[src/rtl/core/pidpdc_pkg.sv]
// ----------------------------------------------------------------------------
// pidpdc_pkg
// Shared types, constants and helper functions of the PID drive controller.
// ----------------------------------------------------------------------------
package pidpdc_pkg;

  // Fixed-point formats.
  localparam int FRAC_BITS  = 16;   // fraction bits of gains and internal values
  localparam int GAMMA_BITS = 16;   // fraction bits of the derivative filter weight
  localparam logic [GAMMA_BITS:0] GAMMA_ONE = (GAMMA_BITS+1)'(1) << GAMMA_BITS;

  // Field and state widths.
  localparam int IO_W      = 16;
  localparam int GAIN_W    = 24;
  localparam int GAMMA_W   = GAMMA_BITS + 1;
  localparam int LIMIT_W   = 15;
  localparam int SEP_W     = 16;
  localparam int ERR_W     = 17;
  localparam int DIFF1_W   = 18;
  localparam int DIFF2_W   = 19;
  localparam int STATE_W   = 48;
  localparam int DERIV_W   = 44;
  localparam int MUL_A_W   = 44;
  localparam int MUL_B_W   = 19;
  localparam int PROD_W    = MUL_A_W + MUL_B_W;
  localparam int ACC_W     = 64;
  localparam int STEP_W    = 4;
  localparam int CFG_DATA_W = 32;
  localparam int CFG_ADDR_W = 5;

  typedef enum logic [2:0] {
    REG_MODE, REG_GAIN_P, REG_GAIN_I, REG_GAIN_D,
    REG_DERIV_FILTER, REG_INTEGRAL_LIMIT, REG_OUTPUT_LIMIT, REG_SEPARATION
  } reg_idx_t;

  typedef enum logic {
    MODE_POSITION = 1'b0,
    MODE_DELTA    = 1'b1
  } pid_mode_t;

  typedef enum logic [2:0] {
    MA_GAIN_P, MA_GAIN_I, MA_GAIN_D, MA_PROD, MA_LAST_D
  } mul_a_sel_t;

  typedef enum logic [2:0] {
    MB_ERR, MB_DIFF1, MB_DIFF2, MB_GAMMA_C, MB_GAMMA
  } mul_b_sel_t;

  typedef enum logic [2:0] {
    ACC_HOLD,          // keep the accumulator
    ACC_LD_INTEG,      // load the integral
    ACC_LD_RUN,        // load the running output
    ACC_LD_PROD,       // load the product register
    ACC_ADD_PROD,      // add the product register
    ACC_ADD_INTEG_SEP, // add the integral unless the error is too large
    ACC_DERIV,         // drop the gamma fraction bits, store as the last derivative
    ACC_CLAMP_OUT      // clamp to the output limit
  } acc_op_t;

  typedef enum logic [1:0] {
    ST_IDLE, ST_RUN, ST_EMIT
  } seq_state_t;

  typedef struct packed {
    mul_a_sel_t a_sel;
    mul_b_sel_t b_sel;
    acc_op_t    acc_op;
    logic       integ_wr;
    logic       last;
  } uop_t;

  typedef struct packed {
    uop_t uop;
    logic load;
    logic emit;
  } dp_ctrl_t;

  typedef struct packed {
    pid_mode_t           mode;
    logic [GAIN_W-1:0]   gain_p;
    logic [GAIN_W-1:0]   gain_i;
    logic [GAIN_W-1:0]   gain_d;
    logic [GAMMA_W-1:0]  deriv_filter;
    logic [LIMIT_W-1:0]  integral_limit;
    logic [LIMIT_W-1:0]  output_limit;
    logic [SEP_W-1:0]    separation_threshold;
  } cfg_t;

  localparam uop_t UOP_IDLE = '{a_sel: MA_GAIN_P, b_sel: MB_ERR, acc_op: ACC_HOLD,
                                integ_wr: 1'b0, last: 1'b0};

  // Micro-program of both control laws. Each step may start one product
  // and apply one accumulator operation to the product of the step before.
  function automatic uop_t uop_lookup(input pid_mode_t mode,
                                      input logic [STEP_W-1:0] step);
    uop_t u;
    u = UOP_IDLE;
    if (mode == MODE_POSITION) begin
      unique case (step)
        4'd0: begin
          u.a_sel = MA_GAIN_I; u.b_sel = MB_ERR; u.acc_op = ACC_LD_INTEG;
        end
        4'd1: begin
          u.a_sel = MA_GAIN_D; u.b_sel = MB_DIFF1; u.acc_op = ACC_ADD_PROD;
        end
        4'd2: begin
          u.a_sel = MA_PROD; u.b_sel = MB_GAMMA_C; u.integ_wr = 1'b1;
        end
        4'd3: begin
          u.a_sel = MA_LAST_D; u.b_sel = MB_GAMMA; u.acc_op = ACC_LD_PROD;
        end
        4'd4: u.acc_op = ACC_ADD_PROD;
        4'd5: begin
          u.a_sel = MA_GAIN_P; u.b_sel = MB_ERR; u.acc_op = ACC_DERIV;
        end
        4'd6: u.acc_op = ACC_ADD_PROD;
        4'd7: u.acc_op = ACC_ADD_INTEG_SEP;
        4'd8: begin
          u.acc_op = ACC_CLAMP_OUT; u.last = 1'b1;
        end
        default: u.last = 1'b1;
      endcase
    end else begin
      unique case (step)
        4'd0: begin
          u.a_sel = MA_GAIN_P; u.b_sel = MB_DIFF1; u.acc_op = ACC_LD_RUN;
        end
        4'd1: begin
          u.a_sel = MA_GAIN_I; u.b_sel = MB_ERR; u.acc_op = ACC_ADD_PROD;
        end
        4'd2: begin
          u.a_sel = MA_GAIN_D; u.b_sel = MB_DIFF2; u.acc_op = ACC_ADD_PROD;
        end
        4'd3: u.acc_op = ACC_ADD_PROD;
        4'd4: begin
          u.acc_op = ACC_CLAMP_OUT; u.last = 1'b1;
        end
        default: u.last = 1'b1;
      endcase
    end
    return u;
  endfunction

  // Symmetric saturation to plus or minus a non-negative limit.
  function automatic logic signed [ACC_W-1:0] clamp_sym(input logic signed [ACC_W-1:0] x,
                                                        input logic signed [ACC_W-1:0] lim);
    logic signed [ACC_W-1:0] r;
    if (x > lim) begin
      r = lim;
    end else if (x < -lim) begin
      r = -lim;
    end else begin
      r = x;
    end
    return r;
  endfunction

endpackage

[src/rtl/core/pidpdc_regs.sv]
// ----------------------------------------------------------------------------
// pidpdc_regs
// Configuration register file behind the APB-style port.
// ----------------------------------------------------------------------------
module pidpdc_regs
  import pidpdc_pkg::*;
(
  input  logic                  clk,
  input  logic                  rst_n,
  input  logic                  psel,
  input  logic                  penable,
  input  logic                  pwrite,
  input  logic [CFG_ADDR_W-1:0] paddr,
  input  logic [CFG_DATA_W-1:0] pwdata,
  output logic [CFG_DATA_W-1:0] prdata,
  output logic                  pready,
  output cfg_t                  cfg
);

  cfg_t     cfg_r;
  cfg_t     cfg_nxt;
  reg_idx_t idx;
  logic     wr_en;

  assign idx    = reg_idx_t'(paddr[CFG_ADDR_W-1:2]);
  assign pready = 1'b1;
  assign wr_en  = psel & penable & pwrite & pready;
  assign cfg    = cfg_r;

  always_comb begin
    cfg_nxt = cfg_r;
    if (wr_en) begin
      unique case (idx)
        REG_MODE:           cfg_nxt.mode = pid_mode_t'(pwdata[0]);
        REG_GAIN_P:         cfg_nxt.gain_p = pwdata[GAIN_W-1:0];
        REG_GAIN_I:         cfg_nxt.gain_i = pwdata[GAIN_W-1:0];
        REG_GAIN_D:         cfg_nxt.gain_d = pwdata[GAIN_W-1:0];
        REG_DERIV_FILTER:   cfg_nxt.deriv_filter = pwdata[GAMMA_W-1:0];
        REG_INTEGRAL_LIMIT: cfg_nxt.integral_limit = pwdata[LIMIT_W-1:0];
        REG_OUTPUT_LIMIT:   cfg_nxt.output_limit = pwdata[LIMIT_W-1:0];
        REG_SEPARATION:     cfg_nxt.separation_threshold = pwdata[SEP_W-1:0];
      endcase
    end
  end

  always_comb begin
    unique case (idx)
      REG_MODE:           prdata = CFG_DATA_W'(cfg_r.mode);
      REG_GAIN_P:         prdata = CFG_DATA_W'(cfg_r.gain_p);
      REG_GAIN_I:         prdata = CFG_DATA_W'(cfg_r.gain_i);
      REG_GAIN_D:         prdata = CFG_DATA_W'(cfg_r.gain_d);
      REG_DERIV_FILTER:   prdata = CFG_DATA_W'(cfg_r.deriv_filter);
      REG_INTEGRAL_LIMIT: prdata = CFG_DATA_W'(cfg_r.integral_limit);
      REG_OUTPUT_LIMIT:   prdata = CFG_DATA_W'(cfg_r.output_limit);
      REG_SEPARATION:     prdata = CFG_DATA_W'(cfg_r.separation_threshold);
    endcase
  end

  always_ff @(posedge clk) begin
    if (!rst_n) begin
      cfg_r.mode                 <= MODE_POSITION;
      cfg_r.gain_p               <= '0;
      cfg_r.gain_i               <= '0;
      cfg_r.gain_d               <= '0;
      cfg_r.deriv_filter         <= '0;
      cfg_r.integral_limit       <= '1;
      cfg_r.output_limit         <= '1;
      cfg_r.separation_threshold <= '1;
    end else begin
      cfg_r <= cfg_nxt;
    end
  end

endmodule

[src/rtl/core/pidpdc_sequencer.sv]
// ----------------------------------------------------------------------------
// pidpdc_sequencer
// Handshake control and micro-program step counter for the shared datapath.
// ----------------------------------------------------------------------------
module pidpdc_sequencer
  import pidpdc_pkg::*;
(
  input  logic      clk,
  input  logic      rst_n,
  input  pid_mode_t mode,
  input  logic      in_tvalid,
  output logic      in_tready,
  output logic      out_tvalid,
  input  logic      out_tready,
  output dp_ctrl_t  ctrl
);

  seq_state_t         state_r, state_nxt;
  logic [STEP_W-1:0]  step_r, step_nxt;
  logic               out_valid_r, out_valid_nxt;
  logic               slot_free;
  uop_t               uop;

  assign uop        = uop_lookup(mode, step_r);
  assign slot_free  = !out_valid_r || out_tready;
  assign out_tvalid = out_valid_r;

  // Next state.
  always_comb begin
    state_nxt = state_r;
    step_nxt  = step_r;
    unique case (state_r)
      ST_IDLE: begin
        step_nxt = '0;
        if (in_tvalid) state_nxt = ST_RUN;
      end
      ST_RUN: begin
        step_nxt = step_r + STEP_W'(1);
        if (uop.last) state_nxt = ST_EMIT;
      end
      ST_EMIT: begin
        if (slot_free) state_nxt = ST_IDLE;
      end
      default: state_nxt = ST_IDLE;
    endcase
  end

  // Outputs.
  always_comb begin
    in_tready = 1'b0;
    ctrl.uop  = UOP_IDLE;
    ctrl.emit = 1'b0;
    unique case (state_r)
      ST_IDLE: in_tready = 1'b1;
      ST_RUN:  ctrl.uop = uop;
      ST_EMIT: ctrl.emit = slot_free;
      default: ;
    endcase
    ctrl.load = in_tready & in_tvalid;
  end

  always_comb begin
    if (ctrl.emit) begin
      out_valid_nxt = 1'b1;
    end else if (out_tready) begin
      out_valid_nxt = 1'b0;
    end else begin
      out_valid_nxt = out_valid_r;
    end
  end

  always_ff @(posedge clk) begin
    if (!rst_n) begin
      state_r     <= ST_IDLE;
      step_r      <= '0;
      out_valid_r <= 1'b0;
    end else begin
      state_r     <= state_nxt;
      step_r      <= step_nxt;
      out_valid_r <= out_valid_nxt;
    end
  end

endmodule

[src/rtl/core/pidpdc_datapath.sv]
// ----------------------------------------------------------------------------
// pidpdc_datapath
// Shared multiplier, accumulator and controller state of the PID block.
// ----------------------------------------------------------------------------
module pidpdc_datapath
  import pidpdc_pkg::*;
(
  input  logic                   clk,
  input  logic                   rst_n,
  input  cfg_t                   cfg,
  input  dp_ctrl_t               ctrl,
  input  logic signed [IO_W-1:0] setpoint,
  input  logic signed [IO_W-1:0] feedback,
  output logic signed [IO_W-1:0] drive
);

  // Controller state.
  logic signed [ERR_W-1:0]   err_prev_r, err_prev_nxt;
  logic signed [ERR_W-1:0]   err_prev2_r, err_prev2_nxt;
  logic signed [STATE_W-1:0] integ_r, integ_nxt;
  logic signed [DERIV_W-1:0] last_d_r, last_d_nxt;
  logic signed [STATE_W-1:0] run_out_r, run_out_nxt;

  // Working registers of one sample.
  logic signed [ERR_W-1:0]   err_r;
  logic signed [DIFF1_W-1:0] diff1_r;
  logic signed [DIFF2_W-1:0] diff2_r;
  logic signed [PROD_W-1:0]  prod_r;
  logic signed [ACC_W-1:0]   acc_r, acc_nxt;
  logic signed [IO_W-1:0]    drive_r;

  logic signed [ERR_W-1:0]   err_in;
  logic signed [MUL_A_W-1:0] mul_a;
  logic signed [MUL_B_W-1:0] mul_b;
  logic signed [PROD_W-1:0]  prod_nxt;
  logic [GAMMA_W-1:0]        gamma, gamma_c;
  logic [ERR_W-1:0]          err_mag;
  logic                      sep_ok;
  logic signed [ACC_W-1:0]   prod_ext, integ_ext, acc_shift;
  logic signed [ACC_W-1:0]   ilim, olim, round_sum;

  assign err_in = ERR_W'(setpoint) - ERR_W'(feedback);

  // Filter weight saturates at one.
  assign gamma   = (cfg.deriv_filter > GAMMA_ONE) ? GAMMA_ONE : cfg.deriv_filter;
  assign gamma_c = GAMMA_ONE - gamma;

  assign err_mag = err_r[ERR_W-1] ? ERR_W'(-err_r) : ERR_W'(err_r);
  assign sep_ok  = err_mag <= {1'b0, cfg.separation_threshold};

  assign ilim = $signed({{(ACC_W-LIMIT_W){1'b0}}, cfg.integral_limit}) <<< FRAC_BITS;
  assign olim = $signed({{(ACC_W-LIMIT_W){1'b0}}, cfg.output_limit}) <<< FRAC_BITS;

  assign prod_ext  = ACC_W'(prod_r);
  assign integ_ext = ACC_W'(integ_r);
  assign acc_shift = acc_r >>> GAMMA_BITS;

  // Operand selection for the one shared multiplier.
  always_comb begin
    unique case (ctrl.uop.a_sel)
      MA_GAIN_P: mul_a = $signed({{(MUL_A_W-GAIN_W){1'b0}}, cfg.gain_p});
      MA_GAIN_I: mul_a = $signed({{(MUL_A_W-GAIN_W){1'b0}}, cfg.gain_i});
      MA_GAIN_D: mul_a = $signed({{(MUL_A_W-GAIN_W){1'b0}}, cfg.gain_d});
      MA_PROD:   mul_a = prod_r[MUL_A_W-1:0];
      MA_LAST_D: mul_a = MUL_A_W'(last_d_r);
      default:   mul_a = '0;
    endcase
    unique case (ctrl.uop.b_sel)
      MB_ERR:     mul_b = MUL_B_W'(err_r);
      MB_DIFF1:   mul_b = MUL_B_W'(diff1_r);
      MB_DIFF2:   mul_b = diff2_r;
      MB_GAMMA_C: mul_b = $signed({{(MUL_B_W-GAMMA_W){1'b0}}, gamma_c});
      MB_GAMMA:   mul_b = $signed({{(MUL_B_W-GAMMA_W){1'b0}}, gamma});
      default:    mul_b = '0;
    endcase
  end

  assign prod_nxt = mul_a * mul_b;

  always_comb begin
    unique case (ctrl.uop.acc_op)
      ACC_HOLD:          acc_nxt = acc_r;
      ACC_LD_INTEG:      acc_nxt = integ_ext;
      ACC_LD_RUN:        acc_nxt = ACC_W'(run_out_r);
      ACC_LD_PROD:       acc_nxt = prod_ext;
      ACC_ADD_PROD:      acc_nxt = acc_r + prod_ext;
      ACC_ADD_INTEG_SEP: acc_nxt = sep_ok ? acc_r + integ_ext : acc_r;
      ACC_DERIV:         acc_nxt = acc_shift;
      ACC_CLAMP_OUT:     acc_nxt = clamp_sym(acc_r, olim);
      default:           acc_nxt = acc_r;
    endcase
  end

  // Truncation toward zero: negative values are biased up before the shift.
  assign round_sum = acc_r + (acc_r[ACC_W-1] ? ACC_W'((64'd1 << FRAC_BITS) - 64'd1) : '0);

  always_comb begin
    integ_nxt     = integ_r;
    last_d_nxt    = last_d_r;
    run_out_nxt   = run_out_r;
    err_prev_nxt  = err_prev_r;
    err_prev2_nxt = err_prev2_r;
    if (ctrl.uop.integ_wr) begin
      integ_nxt = STATE_W'(clamp_sym(acc_r, ilim));
    end
    if (ctrl.uop.acc_op == ACC_DERIV) begin
      last_d_nxt = acc_shift[DERIV_W-1:0];
    end
    if (ctrl.emit) begin
      run_out_nxt   = acc_r[STATE_W-1:0];
      err_prev_nxt  = err_r;
      err_prev2_nxt = err_prev_r;
    end
  end

  always_ff @(posedge clk) begin
    if (!rst_n) begin
      err_prev_r  <= '0;
      err_prev2_r <= '0;
      integ_r     <= '0;
      last_d_r    <= '0;
      run_out_r   <= '0;
    end else begin
      err_prev_r  <= err_prev_nxt;
      err_prev2_r <= err_prev2_nxt;
      integ_r     <= integ_nxt;
      last_d_r    <= last_d_nxt;
      run_out_r   <= run_out_nxt;
    end
  end

  always_ff @(posedge clk) begin
    prod_r <= prod_nxt;
    acc_r  <= acc_nxt;
    if (ctrl.load) begin
      err_r   <= err_in;
      diff1_r <= DIFF1_W'(err_in) - DIFF1_W'(err_prev_r);
      diff2_r <= DIFF2_W'(err_in) - (DIFF2_W'(err_prev_r) <<< 1) + DIFF2_W'(err_prev2_r);
    end
    if (ctrl.emit) begin
      drive_r <= IO_W'(round_sum >>> FRAC_BITS);
    end
  end

  assign drive = drive_r;

endmodule

[src/rtl/core/pid_position_delta_controller_unit.sv]
// ----------------------------------------------------------------------------
// pid_position_delta_controller_unit
// PID drive controller, positional or incremental, with integral separation.
// ----------------------------------------------------------------------------
// Each input beat carries a setpoint and a feedback sample and yields exactly
// one output beat with the clamped drive value. One sample is processed at a
// time: after a beat is taken, in_tready stays low until its drive value
// has been moved into the output register, because every product goes
// through the single shared 44 x 19 bit multiplier, one per cycle, under a
// short micro-program. A finished drive value sits in the output register,
// so the next sample may be taken while that beat still waits; if the
// previous beat has not been taken when the next one is ready, the block
// holds until it has. Registers are to be written through the APB-style port
// only while no sample is in flight; the block itself does not enforce this.
// ----------------------------------------------------------------------------
module pid_position_delta_controller_unit
  import pidpdc_pkg::*;
(
  input  logic                  clk,
  input  logic                  rst_n,
  // Input stream.
  input  logic                  in_tvalid,
  output logic                  in_tready,
  input  logic [31:0]           in_tdata,    // [15:0] setpoint, [31:16] feedback
  // Result stream.
  output logic                  out_tvalid,
  input  logic                  out_tready,
  output logic [15:0]           out_tdata,   // [15:0] drive
  // Configuration port.
  input  logic                  cfg_psel,
  input  logic                  cfg_penable,
  input  logic                  cfg_pwrite,
  input  logic [CFG_ADDR_W-1:0] cfg_paddr,
  input  logic [CFG_DATA_W-1:0] cfg_pwdata,
  output logic [CFG_DATA_W-1:0] cfg_prdata,
  output logic                  cfg_pready
);

  cfg_t                   cfg;
  dp_ctrl_t               ctrl;
  logic signed [IO_W-1:0] drive;

  // Register file: mode, gains, filter weight, limits and threshold.
  pidpdc_regs u_regs (
    .clk     (clk),
    .rst_n   (rst_n),
    .psel    (cfg_psel),
    .penable (cfg_penable),
    .pwrite  (cfg_pwrite),
    .paddr   (cfg_paddr),
    .pwdata  (cfg_pwdata),
    .prdata  (cfg_prdata),
    .pready  (cfg_pready),
    .cfg     (cfg)
  );

  // The sequencer steps through the micro-program of the selected mode and
  // owns both handshakes, including the valid flag of the output register.
  pidpdc_sequencer u_seq (
    .clk        (clk),
    .rst_n      (rst_n),
    .mode       (cfg.mode),
    .in_tvalid  (in_tvalid),
    .in_tready  (in_tready),
    .out_tvalid (out_tvalid),
    .out_tready (out_tready),
    .ctrl       (ctrl)
  );

  // The datapath holds the error history, the integral, the last filtered
  // derivative and the running output, and the drive value of the output
  // register.
  pidpdc_datapath u_dp (
    .clk      (clk),
    .rst_n    (rst_n),
    .cfg      (cfg),
    .ctrl     (ctrl),
    .setpoint (in_tdata[15:0]),
    .feedback (in_tdata[31:16]),
    .drive    (drive)
  );

  assign out_tdata = drive;

endmodule

[config.mk]
export PLATFORM = sky130hd
export DESIGN_NAME = pid_position_delta_controller_unit
export DESIGN_NICKNAME = d
export VERILOG_FILES = /design/src/rtl/core/pidpdc_pkg.sv /design/src/rtl/core/pidpdc_regs.sv /design/src/rtl/core/pidpdc_sequencer.sv /design/src/rtl/core/pidpdc_datapath.sv /design/src/rtl/core/pid_position_delta_controller_unit.sv
export SDC_FILE = /design/constraint.sdc
export NUM_CORES = 2
export LEC_CHECK = 0
export BUFFER_PORTS_ARGS = -buffer_cell sky130_fd_sc_hd__buf_2
export CORE_MARGIN = 2
export CORE_UTILIZATION = 70
export CTS_CLUSTER_DIAMETER = 150
export DETAILED_ROUTE_END_ITERATION = 12
export PLACE_DENSITY = 0.88
export SETUP_SLACK_MARGIN = 0.3
export SLEW_MARGIN = 20
export SYNTH_ARGS = -nofsm -noshare
export SYNTH_HDL_FRONTEND = slang
export SYNTH_SLANG_ARGS = --single-unit
[constraint.sdc]
create_clock -name clk -period 14.4 [get_ports clk]
set_input_delay 2.88 -clock clk [delete_from_list [all_inputs] [get_ports clk]]
set_output_delay 2.88 -clock clk [all_outputs]
set_load 0.005 [all_outputs]
-- Word level (Yosys, flattened, before mapping)
Cells that the tools add are included.
- register bits: 514
- input bits: 76
- word-level logic and storage cells: 141
- add/sub/neg operators: 12
- $mul: 1
- $lt $le $gt $ge: 6
- eq/ne operators: 37
- muxes and demuxes: 32
- bitwise operators: 5
- reduce and logical (&&, ||, !) cells: 25
- operators by type and width (kind ; number):
    $pmux 64 s7 ; 1
    $pmux 32 s8 ; 1
    $pmux 44 s5 ; 1
    $mux 64 ; 3
    $gt 64x32->1 ; 2
    $lt 64x64->1 ; 2
    $neg 31->64 ; 2
    $mux 48 ; 2
    $pmux 19 s5 ; 1
    $add 64x48->64 ; 1
    $add 64x63->64 ; 1
    $mul 44x19->63 ; 1
    $mux 17 ; 2
    $add 32x32->32 ; 1
    $eq 3x3->1 const B ; 10
    $eq 3x2->1 const B ; 8
    $pmux 6 s4 ; 1
    $add 19x17->19 ; 1
    $sub 17x18->19 ; 1
    $pmux 3 s6 ; 1
    $sub 17x17->18 ; 1
    $gt 17x17->1 const B ; 1
    $le 17x16->1 ; 1
    $neg 17->17 ; 1
    other kinds (36) ; 71

-- Longest topological paths before layout
- depth in word-level cells: 8
- depth in mapped cells: 41

-- Cells and area by module
A second synthesis with hierarchy kept.
- cell total of the unflattened synthesis: 7302
- area total of the unflattened synthesis: 62942.9 µm²
- by module, submodules not included (module ; times used ; cells each ; area an instance (µm²) ; sequential area each (µm²)):
    pidpdc_datapath ; 1 ; 6465 ; 56081.3 ; 8768.4
    pidpdc_regs ; 1 ; 756 ; 6209.7 ; 2722.6
    pidpdc_sequencer ; 1 ; 81 ; 651.9 ; 140.1

-- Worst setup path before layout
Ideal clock, no wire load.
- kind: reg-to-reg
- from: register u_regs.cfg_r, in the netlist u_regs.cfg[54]
- to: register u_dp.prod_r[59]
- setup time: 120 ps
- arrival time: 9319 ps
- required time: 14280 ps
- path slack: 4961 ps
- stages on the path, launching flop included: 38
- clock period less this slack: 9439 ps
- path through: dfxtp_1 clkbuf_1 or4_1 nor3_4 nand3b_1 o21ai_4 buf_2 nand2_1 ha_1 clkbuf_1 nand2_1 nor2_1 a311o_1 a221oi_4 buf_4 nor2_1 fa_1 inv_1 [... 2 more ...] inv_1 fa_1 fa_1 fa_1 inv_1 fa_1 inv_1 ha_1 o21a_1 or4_1 nand4b_1 o32ai_1 o21ai_2 o31ai_1 a211oi_1 o21bai_1 a41o_1 or2_1
- longest elaborated chain between the ends: 5
- RTL lines (what ; RTL line ; source):
    start, declared ; pidpdc_regs.sv:20 ; cfg_t cfg_r;
    start signal, assigned ; pidpdc_regs.sv:70 ; cfg_r <= cfg_nxt;
    $gt 17x17->1 ; pidpdc_datapath.sv:45 ; assign gamma = (cfg.deriv_filter > GAMMA_ONE) ? GAMMA_ONE : cfg.deriv_filter;
    $mux 17 (*) ; pidpdc_datapath.sv:45 ;
    $sub 17x17->17 ; pidpdc_datapath.sv:46 ; assign gamma_c = GAMMA_ONE - gamma;
    $pmux 19 s5 (*) ; pidpdc_datapath.sv:68 ; unique case (ctrl.uop.b_sel)
    $mul 44x19->63 (*) ; pidpdc_datapath.sv:78 ; assign prod_nxt = mul_a * mul_b;
    net u_dp.prod_nxt[59] ; pidpdc_datapath.sv:35 ; logic signed [PROD_W-1:0] prod_nxt;
    end signal, assigned ; pidpdc_datapath.sv:133 ; prod_r <= prod_nxt;
    end, declared ; pidpdc_datapath.sv:28 ; logic signed [PROD_W-1:0] prod_r;
Mark *: on every way through the listed nets, which the timed path passes. The rest lies on a longest branch.
A chain may end at the register's enable or synchronous reset.

-- Worst setup path after layout
- from: register u_seq.state_r[1]
- to: register u_dp.prod_r[59]
- longest elaborated chain between the ends: 5
- RTL lines (what ; RTL line ; source):
    start, declared ; pidpdc_sequencer.sv:18 ; seq_state_t state_r, state_nxt;
    start signal, assigned ; pidpdc_sequencer.sv:78 ; state_r <= state_nxt;
    $eq 2x1->1 (*) ; pidpdc_sequencer.sv:53 ; unique case (state_r)
    $mux 11 (*) ; pidpdc_sequencer.sv:53 ;
    $eq 3x3->1, or another cell as far along ; pidpdc_datapath.sv:60 ; unique case (ctrl.uop.a_sel)
    $pmux 44 s5 / $pmux 19 s5 (equally long branches) ; pidpdc_datapath.sv:60, pidpdc_datapath.sv:68 ;
    $mul 44x19->63 (*) ; pidpdc_datapath.sv:78 ;
    net u_dp.prod_nxt[59] ; pidpdc_datapath.sv:35 ;
Marks and branches as above.

==> key figures <==
STA
  – Measured slew at the worst slew-check pin: roughly 1300 ps
  – Fmax: around 83 MHz
  – Fin crit share: a little over four fifths
  – RSZ-0062 raised after global routing: false
  – Tmin final: around 12000 ps
  – Slew HR: between 15 and 20%
  – Setup TNS: 0 ps
  – Skew final: around 55 ps
  – Final count of hold timing violations: 0
  – Final setup margin: roughly 2400 ps
  – Max-slew violations: 0
  – Final setup fails: 0

Floorplanning
  – DIE AREA: 0.0901 mm^2
  – Placeable Area: 0.0869 mm^2
  – Cell Rows: 108
  – IO Pins: 127
  – Die Y: roughly 300 um
  – Initial Utilization: roughly 70%
  – Overall die width: approximately 300 um

Final layout
  – Reg area: between 0.01 and 0.015 mm^2
  – Area of the multi-input gates: 0.0451 mm^2
  – Share of layout cells above drive strength 1: ~6.4%
  – Layout area overhead: 5.56%
  – Nets: 8499
  – Fillers: ~6300

CTS
  – Worst skew pair latency: 660 ps
  – H-tree levels: 2
  – CTS Sinks: slightly above 500
  – Cts bufs inserted: 53
  – Longest Clk Path Bufs: 3
  – CTS tree: yes
  – CTS Hold Bufs: 0
  – CTS resizes: 0
  – Clock transition at path regs: 70 ps
  – Root Buffer: clkbuf_16
  – Post-CTS Setup Bufs: 0

Detailed routing
  – DRC violation count after routing: 0
  – Iteration count of the initial detailed-routing pass: 9
  – Vias per Instance: ~6.6
  – Final WL: 211 mm
  – Iter 0 DRT Violations: 7309
  – WL/cell: 25.2 um
  – Via count: about 56000
  – Antenna-violating nets left: 0

Power and ir drop
  – Sw Share: a little over two fifths
  – Power Dens Cells: slightly above 90 mW/mm^2
  – Power share of the clock group: 24.6%
  – Pleak: between 20 and 30 nW
  – Worst IR Drop VDD: 108 uV
  – Switching Power: 0.00254 W
  – Cell-internal power: 0.00348 W
  – Comb pwr share: 44.8%
  – Seq pwr share: 30.7%

Critical path
  – R2R depth: 33
  – Startpoint types: flop
  – CP Max Fanout: 25
  – Critical path type: reg -> reg
  – Most frequent CP cell: fa_1
  – Reg-to-reg slack, setup: ~2400 ps
  – Arrival time worst endpoint: about 13000 ps
  – CP endpoint kind: flop
  – Reg2Reg Capture Point: u_dp.prod_r[59]$_DFF_P_
  – Required time at the worst-slack endpoint: 14940 ps
  – R2R Path Start: u_seq.state_r[1]$_SDFFE_PN0P_
  – Worst path max stage delay: a little under 900 ps
  – Crit path max-delay cell type: o31ai_1

Placement
  – Place WS: 2750 ps
  – DP Wirelength: between 150 and 200 mm
  – Input/output buffers: ~110
  – Placer Congestion: roughly 1

Yosys
  – Mapped Area: ~0.061 mm^2
  – Syn Inst Count: between 7000 and 8000
  – Register area share after synthesis: a little under a fifth
  – Synthesized flop and latch total: 514
  – Ys Warns: 0
  – Synth unique cells: 97
  – Mean Syn Cell Area: between 8 and 9 um^2
  – EDFF count, synth: about 130
  – Ys async rst share: 0%
  – Dominant synthesized flop cell: dfxtp_1

Worst hold path
  – Hold Path Depth: 2
  – Hold EP: u_dp.run_out_r[13]$_SDFFE_PN0P_
  – Hold wc startpoint: u_dp.run_out_r[13]$_SDFFE_PN0P_
  – Hold WC Path Type: reg -> reg

Status
  – Status: finished, final reports clean

Global routing
  – Vias in the first global route: 55700
  – First-pass GRT wire length: 325 mm
  – Pin count of the biggest net entering global routing: 88
  – Initial antenna violation count: 13
  – Global-route usage over all layers: between 40 and 50%
  – Grt ovf: 0

Job
  – Total of max-cap violations: 0
stage by stage:
stage | utilization, % | hold slack (ps) | area (um^2) | power [W] | std cells
floorplan | - | 434 | 61400 | 0.00367 | 7274
global placement | 72.4 | 439 | 62900 | 0.00437 | 8264
detailed placement | 72.4 | 446 | 62900 | 0.00443 | 8265
CTS | 74.5 | 454 | 64800 | 0.00590 | 8364
global route | 74.6 | 467 | 64800 | 0.00630 | 8366
finish | 74.6 | 453 | 64800 | 0.00602 | 8371
worst max-delay path: cells and delay by family (launching register included):
kind	cells	cell delay, ps
buf+inv	7	1240
compound gates	9	3610
simple gates	9	2530
flops	1	510
fa+ha+maj	8	3980
synth_stat cells (all sizes together), types with 30 or more instances:
| library cell | number | area (um^2) |
|---|---|---|
| nand2 | 1345 | 5050 |
| o21a | 34 | 255 |
| buf | 123 | 637 |
| a21oi | 519 | 2600 |
| nand3 | 73 | 370 |
| edfxtp | 134 | 4020 |
| a22oi | 41 | 308 |
| o211ai | 68 | 515 |
| a221oi | 59 | 653 |
| ha | 444 | 5560 |
| nor4 | 43 | 275 |
| a221o | 45 | 450 |
| mux2i | 83 | 831 |
| nor2 | 629 | 2380 |
| mux2 | 30 | 338 |
| a21o | 133 | 998 |
| xor2 | 67 | 587 |
| clkbuf | 279 | 1050 |
| inv | 870 | 3270 |
| xnor2 | 154 | 1350 |
| dfxtp | 380 | 7610 |
| nand4 | 53 | 332 |
| o21ai | 251 | 1270 |
| nand2b | 77 | 482 |
| nor2b | 41 | 257 |
| nor3 | 63 | 332 |
| and2 | 40 | 250 |
| a211oi | 33 | 248 |
| fa | 814 | 16300 |
how the worst max path moves through the flow:
stage                                        startpoint  slack, ps                 endpoint
after CTS                 u_seq.state_r[1]$_SDFFE_PN0P_       2680  u_dp.prod_r[59]$_DFF_P_
after global placement    u_seq.state_r[1]$_SDFFE_PN0P_       2780  u_dp.prod_r[59]$_DFF_P_
after global routing      u_seq.state_r[1]$_SDFFE_PN0P_       2000  u_dp.prod_r[59]$_DFF_P_
after detailed placement  u_seq.state_r[1]$_SDFFE_PN0P_       2750  u_dp.prod_r[59]$_DFF_P_
after floorplan             u_regs.cfg[54]$_SDFFE_PN0P_       4960  u_dp.prod_r[59]$_DFF_P_
final                     u_seq.state_r[1]$_SDFFE_PN0P_       2360  u_dp.prod_r[59]$_DFF_P_
power groups by stage:
stage	combinational [W]	clock [W]	sequential [W]
4_1_cts	0.00261	0.00147	0.00182
3_5_place_dp	0.00258	0	0.00185
6_report	0.00269	0.00148	0.00185
3_3_place_gp	0.00252	0	0.00185
2_1_floorplan	0.00191	0	0.00175
5_1_grt	0.00293	0.00153	0.00184
registers in the layout (all words and copies together) (netlist names):
register and cells:
u_dp.acc_r 64, u_dp.diff1_r 18, u_dp.diff2_r 19, u_dp.drive 16, u_dp.err_prev2_r 17, u_dp.err_prev_r 17, u_dp.err_r 17, u_dp.integ_r 48
u_dp.last_d_r 44, u_dp.prod_r 63, u_dp.run_out_r 48, u_regs.cfg 136, u_seq.out_tvalid 1, u_seq.state_r 2, u_seq.step_r 4
area by class of cell:
type	instances	share of cell area, %
clock inverter	32	0.558
clock buffer	67	2.26
multi-input combinational	5486	69.6
inverter	872	5.06
tap	1155	2.23
antenna	7	0.0270
sequential	514	18.0
timing repair buffer	238	2.35
layer usage:
layer | wire length [um] | global-route usage (%)
met4 | 15500 | 28.3
met3 | 31100 | 15.1
met2 | 90200 | 70.4
met1 | 74200 | 60.8
met5 | 23 | 0
cells by family (layout without fill, tap and decap cells):
logic type,Yosys count,after routing,share of synthesized area (%)
flops,514,514,18.9
simple gates,2474,2474,17.1
fa+ha+maj,1258,1258,35.6
compound gates,1401,1401,14.8
buf+inv,1274,1209,8.08
mux,123,123,2.27
other cells,2,16,0.0122
xor+xnor,221,221,3.15
layout by cell type, fill, tap and decap left out, types with 55 or more instances in the layout:
| master | instances |
|---|---|
| nand3_1 | 71 |
| buf_2 | 107 |
| fa_1 | 814 |
| a21o_1 | 132 |
| nor2_1 | 615 |
| edfxtp_1 | 134 |
| o21ai_0 | 244 |
| inv_1 | 868 |
| ha_1 | 444 |
| clkbuf_16 | 56 |
| o211ai_1 | 67 |
| mux2i_1 | 83 |
| a21oi_1 | 509 |
| dfxtp_1 | 380 |
| nand2b_1 | 75 |
| nor3_1 | 55 |
| xnor2_1 | 154 |
| xor2_1 | 67 |
| nand2_1 | 1343 |
| buf_4 | 130 |
(Power assumes the default switching activity.)
